===== src/design/scd_pkg.sv =====
// Package for the STUN datagram classifier.
// Holds the protocol constants, the result kind codes and the result record type.
// The parser, the result register and the top level use it; it depends on nothing.
package scd_pkg;

  // STUN header constants
  localparam logic [31:0] MAGIC_COOKIE       = 32'h2112_A442;
  localparam logic [15:0] HEADER_BYTES       = 16'd20;
  localparam logic [15:0] TYPE_BIND_REQUEST  = 16'h0001;
  localparam logic [15:0] TYPE_BIND_RESPONSE = 16'h0101;
  localparam logic [15:0] ATTR_XOR_MAPPED    = 16'h0020;
  localparam logic [7:0]  FAMILY_IPV4        = 8'h01;
  localparam logic [15:0] MIN_MAPPED_LEN     = 16'd8;
  localparam logic [15:0] OFFSET_MAX         = 16'hFFFF;

  // First-byte tags of application datagrams
  localparam logic [7:0] TAG_PING   = 8'hFF;
  localparam logic [7:0] TAG_TEXT   = 8'h01;
  localparam logic [7:0] TAG_AUDIO  = 8'h02;
  localparam logic [7:0] TAG_SCREEN = 8'h03;
  localparam logic [7:0] TAG_FILE   = 8'h04;

  // Classification codes
  typedef enum logic [3:0] {
    KIND_PING      = 4'd0,
    KIND_TEXT      = 4'd1,
    KIND_AUDIO     = 4'd2,
    KIND_SCREEN    = 4'd3,
    KIND_FILE      = 4'd4,
    KIND_UNKNOWN   = 4'd5,
    KIND_BIND_REQ  = 4'd6,
    KIND_BIND_RESP = 4'd7,
    KIND_OTHER     = 4'd8
  } kind_e;

  // One classification result
  typedef struct packed {
    kind_e       kind;
    logic        mapped_found;
    logic [15:0] mapped_port;
    logic [31:0] mapped_addr;
    logic [63:0] tid_high;
    logic [31:0] tid_low;
    logic [15:0] payload_len;
  } result_t;

endpackage


===== src/design/scd_in_reg.sv =====
// Input register of the STUN datagram classifier.
// Captures one byte item per cycle and holds a last byte while the result side is full.
// Depends on nothing but its ports.
module scd_in_reg (
  input  logic       clk_i,
  input  logic       rst_ni,
  input  logic       in_valid_i,
  output logic       in_ready_o,
  input  logic [7:0] in_byte_i,
  input  logic       in_last_i,
  input  logic       hold_i,       // result register full and not taken
  output logic       step_o,       // held item goes to the parser this cycle
  output logic [7:0] byte_o,
  output logic       last_o
);

  logic       valid_q;
  logic [7:0] byte_q;
  logic       last_q;

  // a last byte must wait for room in the result register
  assign step_o     = valid_q && !(last_q && hold_i);
  assign in_ready_o = !valid_q || step_o;
  assign byte_o     = byte_q;
  assign last_o     = last_q;

  always_ff @(posedge clk_i or negedge rst_ni) begin
    if (!rst_ni) begin
      valid_q <= 1'b0;
    end else if (in_valid_i && in_ready_o) begin
      valid_q <= 1'b1;
    end else if (step_o) begin
      valid_q <= 1'b0;
    end
  end

  // payload, no reset needed
  always_ff @(posedge clk_i) begin
    if (in_valid_i && in_ready_o) begin
      byte_q <= in_byte_i;
      last_q <= in_last_i;
    end
  end

endmodule


===== src/design/scd_parser.sv =====
// Per-datagram parser of the STUN datagram classifier.
// Keeps the header captures and the attribute walk, and forms the result on the last byte.
// Depends on scd_pkg.
module scd_parser (
  input  logic             clk_i,
  input  logic             rst_ni,
  input  logic             step_i,
  input  logic [7:0]       byte_i,
  input  logic             last_i,
  output scd_pkg::result_t result_o
);

  logic [15:0] offset_q, offset_d;
  logic [7:0]  first_q, first_d;
  logic [15:0] msg_type_q, msg_type_d;
  logic [15:0] hdr_len_q, hdr_len_d;
  logic [31:0] cookie_q, cookie_d;
  logic [63:0] tid_high_q, tid_high_d;
  logic [31:0] tid_low_q, tid_low_d;
  logic [15:0] attr_start_q, attr_start_d;
  logic [15:0] attr_type_q, attr_type_d;
  logic [15:0] attr_len_q, attr_len_d;
  logic        found_q, found_d;
  logic [15:0] port_q, port_d;
  logic [31:0] addr_q, addr_d;
  logic        walk_done_q, walk_done_d;

  logic [16:0] rel;          // byte index relative to attribute start
  logic        at_attr;
  logic [15:0] rel_off;
  logic [15:0] new_len;
  logic [17:0] adv_len;
  logic [17:0] next_start;
  logic [16:0] dgram_len;
  logic [17:0] attr_end;
  logic        is_stun;

  assign rel     = {1'b0, offset_q} - {1'b0, attr_start_q};
  assign at_attr = !rel[16];
  assign rel_off = rel[15:0];
  assign new_len = {attr_len_q[15:8], byte_i};

  // length used when skipping an attribute: completed length at its last
  // header byte, the stored length at the family byte
  always_comb begin
    if (rel_off == 16'd3) begin
      adv_len = ({2'b00, new_len} + 18'd3) & ~18'd3;
    end else begin
      adv_len = ({2'b00, attr_len_q} + 18'd3) & ~18'd3;
    end
    next_start = {2'b00, attr_start_q} + 18'd4 + adv_len;
  end

  // next-state logic for one byte
  always_comb begin
    offset_d     = offset_q;
    first_d      = first_q;
    msg_type_d   = msg_type_q;
    hdr_len_d    = hdr_len_q;
    cookie_d     = cookie_q;
    tid_high_d   = tid_high_q;
    tid_low_d    = tid_low_q;
    attr_start_d = attr_start_q;
    attr_type_d  = attr_type_q;
    attr_len_d   = attr_len_q;
    found_d      = found_q;
    port_d       = port_q;
    addr_d       = addr_q;
    walk_done_d  = walk_done_q;

    if (offset_q != scd_pkg::OFFSET_MAX) begin
      offset_d = offset_q + 16'd1;
      if (offset_q == 16'd0) begin
        first_d    = byte_i;
        msg_type_d = {byte_i, 8'h00};
      end else if (offset_q == 16'd1) begin
        msg_type_d = {msg_type_q[15:8], byte_i};
      end else if (offset_q == 16'd2) begin
        hdr_len_d = {byte_i, 8'h00};
      end else if (offset_q == 16'd3) begin
        hdr_len_d = {hdr_len_q[15:8], byte_i};
      end else if (offset_q < 16'd8) begin
        cookie_d = {cookie_q[23:0], byte_i};
      end else if (offset_q < 16'd16) begin
        tid_high_d = {tid_high_q[55:0], byte_i};
      end else if (offset_q < scd_pkg::HEADER_BYTES) begin
        tid_low_d = {tid_low_q[23:0], byte_i};
      end else if (!walk_done_q && at_attr) begin
        // attribute walk
        if (found_q) begin
          if (rel_off == 16'd6 || rel_off == 16'd7) begin
            port_d = {port_q[7:0], byte_i};
          end else if (rel_off >= 16'd8 && rel_off <= 16'd11) begin
            addr_d = {addr_q[23:0], byte_i};
          end
        end else begin
          case (rel_off)
            16'd0: begin
              if ({1'b0, attr_start_q} + 17'd4 >
                  {1'b0, scd_pkg::HEADER_BYTES} + {1'b0, hdr_len_q}) begin
                walk_done_d = 1'b1;
              end else begin
                attr_type_d = {byte_i, 8'h00};
              end
            end
            16'd1: begin
              attr_type_d = {attr_type_q[15:8], byte_i};
            end
            16'd2: begin
              attr_len_d = {byte_i, 8'h00};
            end
            16'd3: begin
              attr_len_d = new_len;
              if (attr_type_q != scd_pkg::ATTR_XOR_MAPPED ||
                  new_len < scd_pkg::MIN_MAPPED_LEN) begin
                if (next_start[17:16] != 2'b00) begin
                  walk_done_d = 1'b1;
                end else begin
                  attr_start_d = next_start[15:0];
                end
              end
            end
            16'd5: begin
              if (byte_i == scd_pkg::FAMILY_IPV4) begin
                found_d = 1'b1;
              end else if (next_start[17:16] != 2'b00) begin
                walk_done_d = 1'b1;
              end else begin
                attr_start_d = next_start[15:0];
              end
            end
            default: begin
            end
          endcase
        end
      end
    end
  end

  // classification from the state after this byte
  assign dgram_len = {1'b0, offset_q} + 17'd1;
  assign attr_end  = {2'b00, attr_start_d} + 18'd4 + {2'b00, attr_len_d};
  assign is_stun   = (offset_q >= (scd_pkg::HEADER_BYTES - 16'd1)) &&
                     (cookie_d == scd_pkg::MAGIC_COOKIE);

  always_comb begin
    result_o = '0;
    if (is_stun) begin
      result_o.tid_high = tid_high_d;
      result_o.tid_low  = tid_low_d;
      if (msg_type_d == scd_pkg::TYPE_BIND_REQUEST) begin
        result_o.kind = scd_pkg::KIND_BIND_REQ;
      end else if (msg_type_d == scd_pkg::TYPE_BIND_RESPONSE) begin
        result_o.kind = scd_pkg::KIND_BIND_RESP;
        if (found_d && !walk_done_d && attr_end <= {1'b0, dgram_len}) begin
          result_o.mapped_found = 1'b1;
          result_o.mapped_port  = port_d ^ scd_pkg::MAGIC_COOKIE[31:16];
          result_o.mapped_addr  = addr_d ^ scd_pkg::MAGIC_COOKIE;
        end
      end else begin
        result_o.kind = scd_pkg::KIND_OTHER;
      end
    end else begin
      case (first_d)
        scd_pkg::TAG_PING:   result_o.kind = scd_pkg::KIND_PING;
        scd_pkg::TAG_TEXT:   result_o.kind = scd_pkg::KIND_TEXT;
        scd_pkg::TAG_AUDIO:  result_o.kind = scd_pkg::KIND_AUDIO;
        scd_pkg::TAG_SCREEN: result_o.kind = scd_pkg::KIND_SCREEN;
        scd_pkg::TAG_FILE:   result_o.kind = scd_pkg::KIND_FILE;
        default:             result_o.kind = scd_pkg::KIND_UNKNOWN;
      endcase
      result_o.payload_len = offset_q;
    end
  end

  // state registers, back to reset values after each datagram
  always_ff @(posedge clk_i or negedge rst_ni) begin
    if (!rst_ni) begin
      offset_q     <= '0;
      first_q      <= '0;
      msg_type_q   <= '0;
      hdr_len_q    <= '0;
      cookie_q     <= '0;
      tid_high_q   <= '0;
      tid_low_q    <= '0;
      attr_start_q <= scd_pkg::HEADER_BYTES;
      attr_type_q  <= '0;
      attr_len_q   <= '0;
      found_q      <= 1'b0;
      port_q       <= '0;
      addr_q       <= '0;
      walk_done_q  <= 1'b0;
    end else if (step_i && last_i) begin
      offset_q     <= '0;
      first_q      <= '0;
      msg_type_q   <= '0;
      hdr_len_q    <= '0;
      cookie_q     <= '0;
      tid_high_q   <= '0;
      tid_low_q    <= '0;
      attr_start_q <= scd_pkg::HEADER_BYTES;
      attr_type_q  <= '0;
      attr_len_q   <= '0;
      found_q      <= 1'b0;
      port_q       <= '0;
      addr_q       <= '0;
      walk_done_q  <= 1'b0;
    end else if (step_i) begin
      offset_q     <= offset_d;
      first_q      <= first_d;
      msg_type_q   <= msg_type_d;
      hdr_len_q    <= hdr_len_d;
      cookie_q     <= cookie_d;
      tid_high_q   <= tid_high_d;
      tid_low_q    <= tid_low_d;
      attr_start_q <= attr_start_d;
      attr_type_q  <= attr_type_d;
      attr_len_q   <= attr_len_d;
      found_q      <= found_d;
      port_q       <= port_d;
      addr_q       <= addr_d;
      walk_done_q  <= walk_done_d;
    end
  end

endmodule


===== src/design/scd_out_reg.sv =====
// Result register of the STUN datagram classifier.
// Holds one classification item until the downstream side takes it.
// Depends on scd_pkg.
module scd_out_reg (
  input  logic             clk_i,
  input  logic             rst_ni,
  input  logic             load_i,
  input  scd_pkg::result_t result_i,
  output logic             out_valid_o,
  input  logic             out_ready_i,
  output logic             hold_o,
  output scd_pkg::result_t result_o
);

  logic             valid_q;
  scd_pkg::result_t result_q;

  assign out_valid_o = valid_q;
  assign hold_o      = valid_q && !out_ready_i;
  assign result_o    = result_q;

  always_ff @(posedge clk_i or negedge rst_ni) begin
    if (!rst_ni) begin
      valid_q <= 1'b0;
    end else if (load_i) begin
      valid_q <= 1'b1;
    end else if (out_ready_i) begin
      valid_q <= 1'b0;
    end
  end

  always_ff @(posedge clk_i) begin
    if (load_i) begin
      result_q <= result_i;
    end
  end

endmodule


===== src/design/stun_datagram_classifier.sv =====
// STUN datagram classifier: takes one datagram byte per item and gives one
// classification item on the byte marked last. An input register feeds the
// header capture and attribute walk logic, which writes the result register,
// so a new byte is accepted every cycle while no last byte is held, and the
// result is registered when its last byte leaves the input register. A last
// byte waits in the input register only while the result register still holds
// an item that has not been taken. Depends on scd_pkg, scd_in_reg, scd_parser
// and scd_out_reg.
module stun_datagram_classifier (
  input  logic         clk_i,
  input  logic         rst_ni,
  input  logic         s_axis_tvalid,
  output logic         s_axis_tready,
  input  logic [7:0]   s_axis_tdata,   // [7:0] data_byte
  input  logic         s_axis_tlast,   // last
  output logic         m_axis_tvalid,
  input  logic         m_axis_tready,
  // [15:0] mapped_port, [47:16] mapped_addr, [111:48] tid_high,
  // [143:112] tid_low, [159:144] payload_len
  output logic [159:0] m_axis_tdata,
  output logic [4:0]   m_axis_tuser    // [3:0] kind, [4] mapped_found
);

  logic             hold;
  logic             step;
  logic [7:0]       in_byte;
  logic             in_last;
  scd_pkg::result_t next_result;
  scd_pkg::result_t result;

  scd_in_reg u_in_reg (
    .clk_i      (clk_i),
    .rst_ni     (rst_ni),
    .in_valid_i (s_axis_tvalid),
    .in_ready_o (s_axis_tready),
    .in_byte_i  (s_axis_tdata),
    .in_last_i  (s_axis_tlast),
    .hold_i     (hold),
    .step_o     (step),
    .byte_o     (in_byte),
    .last_o     (in_last)
  );

  scd_parser u_parser (
    .clk_i    (clk_i),
    .rst_ni   (rst_ni),
    .step_i   (step),
    .byte_i   (in_byte),
    .last_i   (in_last),
    .result_o (next_result)
  );

  scd_out_reg u_out_reg (
    .clk_i       (clk_i),
    .rst_ni      (rst_ni),
    .load_i      (step && in_last),
    .result_i    (next_result),
    .out_valid_o (m_axis_tvalid),
    .out_ready_i (m_axis_tready),
    .hold_o      (hold),
    .result_o    (result)
  );

  // pack the result item onto the stream
  assign m_axis_tdata = {result.payload_len, result.tid_low, result.tid_high,
                         result.mapped_addr, result.mapped_port};
  assign m_axis_tuser = {result.mapped_found, result.kind};

endmodule

===== config.mk =====
export PLATFORM = sky130hd
export DESIGN_NAME = stun_datagram_classifier
export DESIGN_NICKNAME = d
export VERILOG_FILES = /design/src/design/scd_pkg.sv /design/src/design/scd_in_reg.sv /design/src/design/scd_parser.sv /design/src/design/scd_out_reg.sv /design/src/design/stun_datagram_classifier.sv
export SDC_FILE = /design/constraint.sdc
export NUM_CORES = 1
export LEC_CHECK = 0
export ABC_AREA = 1
export BUFFER_PORTS_ARGS = -buffer_cell sky130_fd_sc_hd__buf_2
export CAP_MARGIN = 20
export CORE_UTILIZATION = 40
export CTS_CLUSTER_SIZE = 16
export DETAILED_ROUTE_END_ITERATION = 8
export PLACE_DENSITY = 0.54
export SLEW_MARGIN = 15
export SYNTH_ARGS = -nofsm -noshare
export SYNTH_HDL_FRONTEND = slang
export SYNTH_SLANG_ARGS = --single-unit

===== constraint.sdc =====
create_clock -name clk_i -period 10.04 [get_ports clk_i]
set_clock_uncertainty 0.2 [all_clocks]
set_input_delay 1.004 -clock clk_i [delete_from_list [all_inputs] [get_ports clk_i]]
set_output_delay 1.004 -clock clk_i [all_outputs]
set_load 0.01 [all_outputs]

==> impl_metrics.yaml, run 1 <==
floorplan:
  initial_core_util: 0.404
  ioPinCount: 180
  dieWidth_um: 251
  chipHeight_um: 251
  row_count: 91
  core_area_sq_mm: 0.0616
  die-area_sq_mm: 0.0632
clocking:
  cts_buffers: 51
  cts_sinks: 456
  clk_pin_slew_worst_paths_ns: 0.07
  h-tree-depth: 2
  clk_path_buf_depth: 3
  cts_tree: "yes"
  root_buffer: "clkbuf_16"
  clk_latency_ns: 0.61
routing:
  drt-initial-drc-count: 1570
  wl_per_cell_um: 19.1
  vias_per_cell: 5.29
  totalWireLength_mm: 78.8
  num_vias: 21859
  ant_nets: 0
  drc: 0
  firstDrtPassIters: 7
run:
  cap_viol_max_count: 0
cells_and_area:
  antenna_cells: 0
  fin_util: 0.484
  drive_above_1_share: 0.176
  area_growth_pct: 19.9
  finish.net_count: 3354
  nFillCells: 5888
critical_path:
  max_stage_delay_ns: 0.57
  startpoint: "u_parser.attr_start_q[4]"
  cp.arrival_ns: 9.81
  start_kind: "flop"
  worst-path-max-fanout: 8
  r2r_cells: 63
  timing.rr.end: "u_out_reg.result_o[112]"
  r2r_setup_slack_ns: 0.48
  path_class: "flop to flop"
  critPathCaptureType: "flop"
  timing.rr.start: "u_parser.attr_start_q[4]"
  worstSetupEndpoint: "u_out_reg.result_o[112]"
  cp_data_required_time_ns: 10.29
  cp_slowest_cell: "dfstp_2"
global_route:
  antenna_found_initial: 1
  grt_overflow: 0
  grt_pass1_vias: 21029
  track_usage: 0.242
  grt_max_degree: 128
  grt_pass1_wl_mm: 120
synthesis:
  synthTopCellsByArea: "dfrtp_1 (28%), edfxtp_1 (21%), nand2_1 (9.4%)"
  synth_top_area_cell: "dfrtp_1"
  synthArstFlopShare: 0.618
  synth_top_area_share: 0.282
  yosysMostFrequentCell: "nand2_1"
  synth.distinct_cells: 53
  syn_inst: 3001
  ys_ff_latch: 456
  synth_ff_type: "dfrtp_1"
  seq_area_frac_synth: 0.494
  syn_area_per_cell_sq_um: 8.29
  yosysWarnings: 0
  synthesis.area_sq_mm: 0.0249
  ys_top_cells_by_count: "nand2_1 (622), inv_1 (438), nor2_1 (284)"
  synth_edf_count: 174
placement:
  gp_congestion: 0.907
  dpl.hpwl_mm: 54.5
  portBuffers: 179
min_path:
  hp-class: "input port to asynchronous set/reset pin"
power_and_ir_drop:
  cellLeakagePower_nw: 14.2
  p_per_area_mw_per_mm2: 161
  ir_drop_mv: 0.115
timing:
  fmax_ghz: 0.105
  slew_headroom: 0.275
  period_needed_ns: 9.56
  finalSetupTns_ns: 0
  slew_violations: 0
  finalSetupViolCount: 0
  tightest_slew_ns: 1.07
  hold_viol: 0
  min_period_over_period: 0.952
outcome:
  status: "completed"
registers in the layout, summed over array words and instances, names as in the netlist, 32 cells and up:
| register | cells |
|---|---|
| u_out_reg.result_o | 165 |
| u_parser.tid_high_q | 64 |
| u_parser.addr_q | 32 |
| u_parser.cookie_q | 32 |
| u_parser.tid_low_q | 32 |
area by class of cell:
class / instances / area [sq um] / share of cell area
sequential: 456 / 12300 / 0.412
inverter: 464 / 1770 / 0.0593
multi-input combinational: 1961 / 10900 / 0.366
tap: 837 / 1050 / 0.0351
clock inverter: 22 / 240 / 0.00806
clock buffer: 73 / 1450 / 0.0486
timing repair buffer: 320 / 2120 / 0.0711
worst min path at each step:
stage,from,endpoint,slack (ns)
2_1_floorplan,u_parser.attr_type_q[10],u_parser.attr_type_q[10],0.25
5_1_grt,rst_ni,u_parser.tid_low_q[27],0.24
3_3_place_gp,u_parser.attr_type_q[4],u_parser.attr_type_q[4],0.26
4_1_cts,rst_ni,u_parser.tid_low_q[27],0.23
6_report,rst_ni,u_parser.tid_low_q[27],0.15
3_5_place_dp,u_parser.attr_type_q[2],u_parser.attr_type_q[2],0.27
cell usage in the layout, fill, tap and decap left out, drive strengths merged, types with 65 or more instances in the layout:
cell and n:
ha 86, nand3 122, a21oi 65, o22ai 210, buf 316, o21ai 294, inv 463, nand2 628
edfxtp 174, clkbuf 77, nor2 306, dfrtp 280
cell families (layout without fill, tap and decap cells):
family	Yosys count	count (layout)	share of synthesized area
simple gates	1164	1165	0.198
compound gates	634	634	0.147
buf+inv	586	879	0.0912
flops	456	456	0.494
fa+ha+maj	87	87	0.0441
xor+xnor	73	73	0.0257
other cells	1	2	0.000151
what timing repair did:
action / CTS / global route
setup endpoints to repair: 9 / 49
pin swaps: 0 / 53
hold buffers: 0 / 0
resized for setup: 2 / 137
gates cloned: 0 / 8
setup buffers: 0 / 27
power breakdown:
part	total [mW]	switching, mW	internal (mW)
registers	2.14	0.0691	2.07
logic	0.758	0.534	0.223
clock network	1.90	0.807	1.09
total	4.79	1.41	3.38
critical path: cells and delay by family, from the launching register on:
family | cells | cell delay, ns
adder cells (fa/ha/maj) | 5 | 1.44
AND/OR/NAND/NOR | 34 | 3.87
XOR/XNOR | 3 | 0.52
AO/OA/AOI/OAI | 8 | 1.20
buffers and inverters | 13 | 1.53
flip-flops | 1 | 0.57
metal layers:
layer | track usage | vias up | routed length [um]
met3 | 0.0287 | 114 | 3670
li1 | - | 10516 | -
met5 | 0 | - | 0
met4 | 0.0704 | 0 | 2030
met2 | 0.397 | 578 | 37300
met1 | 0.336 | 10651 | 35900
metrics by stage:
step	area [sq um]	total power, mW	instances	hold WS (ns)	setup slack (ns)
after floorplan	24900	2.68	3002	0.246	0.961
after global placement	27100	2.90	4000	0.262	0.169
after detailed placement	27100	2.92	4000	0.265	0.0220
after CTS	28800	4.82	4095	0.228	0.0300
after global routing	29800	5.01	4133	0.240	-0.0629
final	29800	4.79	4133	0.153	0.478
(Power assumes the default switching activity.)
==> inputs of run 2 (changes only) <==
CTS_BUF_LIST = sky130_fd_sc_hd__clkbuf_4 sky130_fd_sc_hd__clkbuf_8   (was default)
==> impl_metrics.yaml, run 2 (synthesis gave the netlist of run 1 again) <==
outcome:
  status: "completed"
timing:
  holdWs_ns: 0.0888
  tightest_slew_ns: 1.08
  min_period_over_period: 0.954
  hold_viol: 0
  finalSetupViolCount: 0
  finalSetupTns_ns: 0
  fmax_ghz: 0.104
  period_needed_ns: 9.58
  slew_violations: 0
  slew_headroom: 0.272
critical_path:
  path_class: "flop to flop"
  max_stage_delay_ns: 0.57
  worst-path-max-fanout: 8
  start_kind: "flop"
  critPathCaptureType: "flop"
  cp_slowest_cell: "dfstp_2"
  crit_top_cell: "nand2_1"
  r2r_cells: 64
  cp_data_required_time_ns: 10.36
  cp.arrival_ns: 9.90
routing:
  vias_per_cell: 5.27
  num_vias: 22092
  totalWireLength_mm: 79.3
  drt-initial-drc-count: 1429
  drc: 0
  ant_nets: 0
  firstDrtPassIters: 6
  wl_per_cell_um: 18.9
clocking:
  cts_sinks: 456
  clk_latency_ns: 0.71
  cts_tree: "yes"
  clk_path_buf_depth: 3
  root_buffer: "clkbuf_8"
  clk_pin_slew_worst_paths_ns: 0.06
  h-tree-depth: 3
  cts_buffers: 83
floorplan:
  dieWidth_um: 251
  initial_core_util: 0.404
  row_count: 91
  chipHeight_um: 251
  die-area_sq_mm: 0.0632
  core_area_sq_mm: 0.0616
  ioPinCount: 180
cells_and_area:
  nFillCells: 5945
  area_growth_pct: 19.8
  largest_reg_flops: 165
  final_common_cell: "nand2_1"
  layout.cells.non_filler: 4189
  drive_above_1_share: 0.193
  mostFrequentLayoutCells: "nand2_1 (601), inv_1 (429), dfrtp_1 (278)"
  fin_area_sq_mm: 0.0298
  finish.net_count: 3384
global_route:
  grt_overflow: 0
  grt_pass1_vias: 21301
  track_usage: 0.245
  grt_pass1_wl_mm: 121
  antenna_found_initial: 2
  grt_max_degree: 128
placement:
  dp_cells: 4000
  gp_congestion: 0.907
  dpl.hpwl_mm: 54.5
  portBuffers: 179
  placed_cell_area_sq_mm: 0.0271
run:
  cap_viol_max_count: 0
power_and_ir_drop:
  cellLeakagePower_nw: 14.3
  ir_drop_mv: 0.0910
  p_total_mw: 4.71
  p_per_area_mw_per_mm2: 158
min_path:
  hp-class: "input port to asynchronous set/reset pin"
## run 2: critical path, delay by kind of cell, from the launching register on
| kind | cells | cell delay (ns) |
|---|---|---|
| XOR/XNOR | 3 | 0.52 |
| flip-flops | 1 | 0.57 |
| AND/OR/NAND/NOR | 35 | 4.05 |
| buffers and inverters | 13 | 1.61 |
| adder cells (fa/ha/maj) | 5 | 1.41 |
| AO/OA/AOI/OAI | 8 | 0.99 |
## run 2: path summary, 6_finish.rpt
path,start,slack (ns),end
worst max-delay path,u_parser.attr_start_q[4],0.46,u_out_reg.result_o[149]
worst min-delay path,rst_ni,0.09,u_parser.tid_low_q[27]
worst max register to register,u_parser.attr_start_q[4],0.46,u_out_reg.result_o[149]
worst min register to register,u_parser.attr_type_q[2],0.28,u_parser.attr_type_q[2]
max in group asynchronous,rst_ni,7.65,u_parser.cookie_q[19]
min in group clk_i,u_parser.attr_type_q[2],0.28,u_parser.attr_type_q[2]
## run 2: report_power, final
part           total [mW]  switching, mW  internal [mW]
logic               0.757          0.534          0.223
clock network        1.82          0.840          0.977
registers            2.14         0.0689           2.07
## run 2: what timing repair did
| action | in CTS | in global routing |
|---|---|---|
| gates cloned | 0 | 8 |
| setup buffers | 0 | 26 |
| gates resized for setup | 5 | 135 |
| setup endpoints to repair | 47 | 49 |
| pin swaps | 0 | 48 |
| hold buffers | 0 | 0 |
## run 2: cell type report
class / instances / area, sq um / share of cell area
flip-flops and latches: 456 / 12300 / 0.412
inverters: 464 / 1770 / 0.0592
multi-input cells: 1961 / 10900 / 0.366
repair buffers: 318 / 2070 / 0.0696
well taps: 837 / 1050 / 0.0351
clock buffers: 123 / 1500 / 0.0503
diodes: 1 / 2.50 / 0.0000840
clock inverters: 29 / 211 / 0.00710
## run 2: per-stage QoR
stage                     worst slack, ns  utilization
after global routing              -0.0786        0.484
after global placement              0.169        0.441
after CTS                          0.0256        0.469
after floorplan                     0.961            -
final                               0.465        0.484
after detailed placement           0.0220        0.441
## run 2: layer usage
metal	up-vias	wire, um	global-route usage
met3	112	4100	0.0328
met5	-	0	0
met2	647	37600	0.400
met1	10732	35600	0.335
li1	10601	-	-
met4	0	1920	0.0812
==> inputs of run 3 (changes only) <==
CORE_UTILIZATION = 55   (was 40)
PLACE_DENSITY = 0.71   (was 0.54)
==> impl_metrics.yaml, run 3 (synthesis gave the netlist of run 1 again) <==
global_route:
  antenna_found_initial: 1
  grt_pass1_vias: 20835
  track_usage: 0.311
  grt_overflow: 0
  grt_pass1_wl_mm: 113
  grt_max_degree: 170
power_and_ir_drop:
  seqPwrFrac: 0.458
  cellLeakagePower_nw: 14.0
  p_per_area_mw_per_mm2: 161
  p_int_mw: 3.28
  p_switching_mw: 1.38
  power.share.switching: 0.296
  pwr-share-clk: 0.382
  p_comb_frac: 0.160
  ir_drop_mv: 0.0870
  p_total_mw: 4.66
floorplan:
  row_count: 77
  initial_core_util: 0.560
  ioPinCount: 180
  die-area_sq_mm: 0.0461
  dieWidth_um: 215
  chipHeight_um: 215
  core_area_sq_mm: 0.0444
routing:
  num_vias: 22124
  drc: 0
  wl_met3_mm: 4.85
  ant_nets: 0
  met1Wirelength_mm: 30.8
  firstDrtPassIters: 6
  wl_per_cell_um: 19.0
  vias_per_cell: 5.70
  drt-initial-drc-count: 2072
  top_layer_used: "met4"
  totalWireLength_mm: 73.9
  wl_met2_mm: 35.1
clocking:
  clk_latency_ns: 0.68
  h-tree-depth: 3
  cts_hold_buf: 0
  root_buffer: "clkbuf_8"
  cts_tree: "yes"
  clk_path_buf_depth: 3
  clk_pin_slew_worst_paths_ns: 0.07
  cts_sinks: 456
  cts_buffers: 77
timing:
  hold_viol: 0
  finalSetupViolCount: 0
  worst_slack_ns: 0.408
  period_needed_ns: 9.63
  min_period_over_period: 0.959
  slew_headroom: 0.223
  fmax_ghz: 0.104
  slew_violations: 0
  tightest_slew_ns: 1.15
min_path:
  hp-class: "input port to asynchronous set/reset pin"
critical_path:
  cp.arrival_ns: 9.91
  max_stage_delay_ns: 0.57
  critPathCaptureType: "flop"
  cp_data_required_time_ns: 10.32
  path_class: "flop to flop"
  crit_top_cell: "nand2_1"
  cp_slowest_cell: "dfstp_2"
  worst-path-max-fanout: 11
  start_kind: "flop"
outcome:
  status: "completed"
cells_and_area:
  largest_reg_flops: 165
  drive_above_1_share: 0.170
  finish.net_count: 3322
  mostFrequentLayoutCells: "nand2_1 (611), inv_1 (429), dfrtp_1 (278)"
  final_common_cell: "nand2_1"
  nFillCells: 3712
  area_growth_pct: 16.4
placement:
  gp_congestion: 0.985
  pre_cts_ws_ns: 0.185
  dpl.hpwl_mm: 49.6
  portBuffers: 179
run:
  cap_viol_max_count: 0
==> run 3: cell types whose count changed in the layout (fill, tap and decap cells not counted), moves of 6 or more <==
cell and delta:
buf_4 -59, nand2_1 +10, nand2_2 -8, nor2_1 +7, clkbuf_4 -6
==> run 3: repair_timing <==
action	4_1_cts	5_1_grt
setup buffers	0	16
gates resized for setup	0	109
endpoints found under the setup margin	0	49
==> run 3: power by group through the flow <==
stage          registers [mW]  logic (mW)  clock network [mW]
2_1_floorplan            2.17       0.506                   0
3_3_place_gp             2.17       0.713                   0
3_5_place_dp             2.17       0.735                   0
4_1_cts                  2.14       0.737                1.80
5_1_grt                  2.15       0.841                1.88
6_report                 2.14       0.747                1.78
==> run 3: worst max-delay path, delay by kind of cell, from the launching register on <==
kind / cells / cell delay (ns)
and+or+nand+nor: 40 / 4.79
buffers and inverters: 11 / 1.41
adders and majority gates: 4 / 1.32
AOI/OAI and AO/OA: 5 / 0.62
DFF: 1 / 0.57
xor gates and xnor gates: 3 / 0.50
==> run 3: area by class of cell <==
| class | count | area [sq um] | share of cell area |
|---|---|---|---|
| antenna | 4 | 10.0 | 0.000346 |
| clock buffer | 119 | 1480 | 0.0512 |
| clock inverter | 21 | 169 | 0.00584 |
| inverter | 464 | 1760 | 0.0609 |
| multi-input combinational | 1961 | 10800 | 0.374 |
| sequential | 456 | 12300 | 0.425 |
| tap | 592 | 741 | 0.0256 |
| timing repair buffer | 262 | 1670 | 0.0578 |
==> run 3: metal layers <==
layer	global-route usage	vias to the layer above
li1	-	10476
met1	0.417	10646
met2	0.497	833
met3	0.0458	169
met4	0.154	0
met5	0	-
==> run 3: path summary, 6_finish.rpt <==
path                       depth (start not counted)                       to  slack (ns)                startpoint
max reg2reg                                       63  u_out_reg.result_o[151]        0.41  u_parser.attr_start_q[2]
min reg2reg                                        2  u_parser.attr_type_q[9]        0.29   u_parser.attr_type_q[9]
min in group clk_i                                 2  u_parser.attr_type_q[9]        0.29   u_parser.attr_type_q[9]
min                                                1   u_parser.tid_low_q[24]        0.22                    rst_ni
max in group asynchronous                          2  u_parser.tid_high_q[55]        7.95                    rst_ni
max                                               63  u_out_reg.result_o[151]        0.41  u_parser.attr_start_q[2]
==> run 3: through the flow <==
step | setup TNS (ns) | hold slack, ns | cells | util | instance area [sq um]
after floorplan | 0 | 0.246 | 3002 | - | 24900
after global placement | 0 | 0.260 | 3707 | 0.596 | 26500
after detailed placement | 0 | 0.263 | 3708 | 0.597 | 26500
after CTS | 0 | 0.241 | 3848 | 0.634 | 28100
after global routing | -4.64 | 0.263 | 3875 | 0.651 | 28900
final | 0 | 0.215 | 3879 | 0.652 | 28900
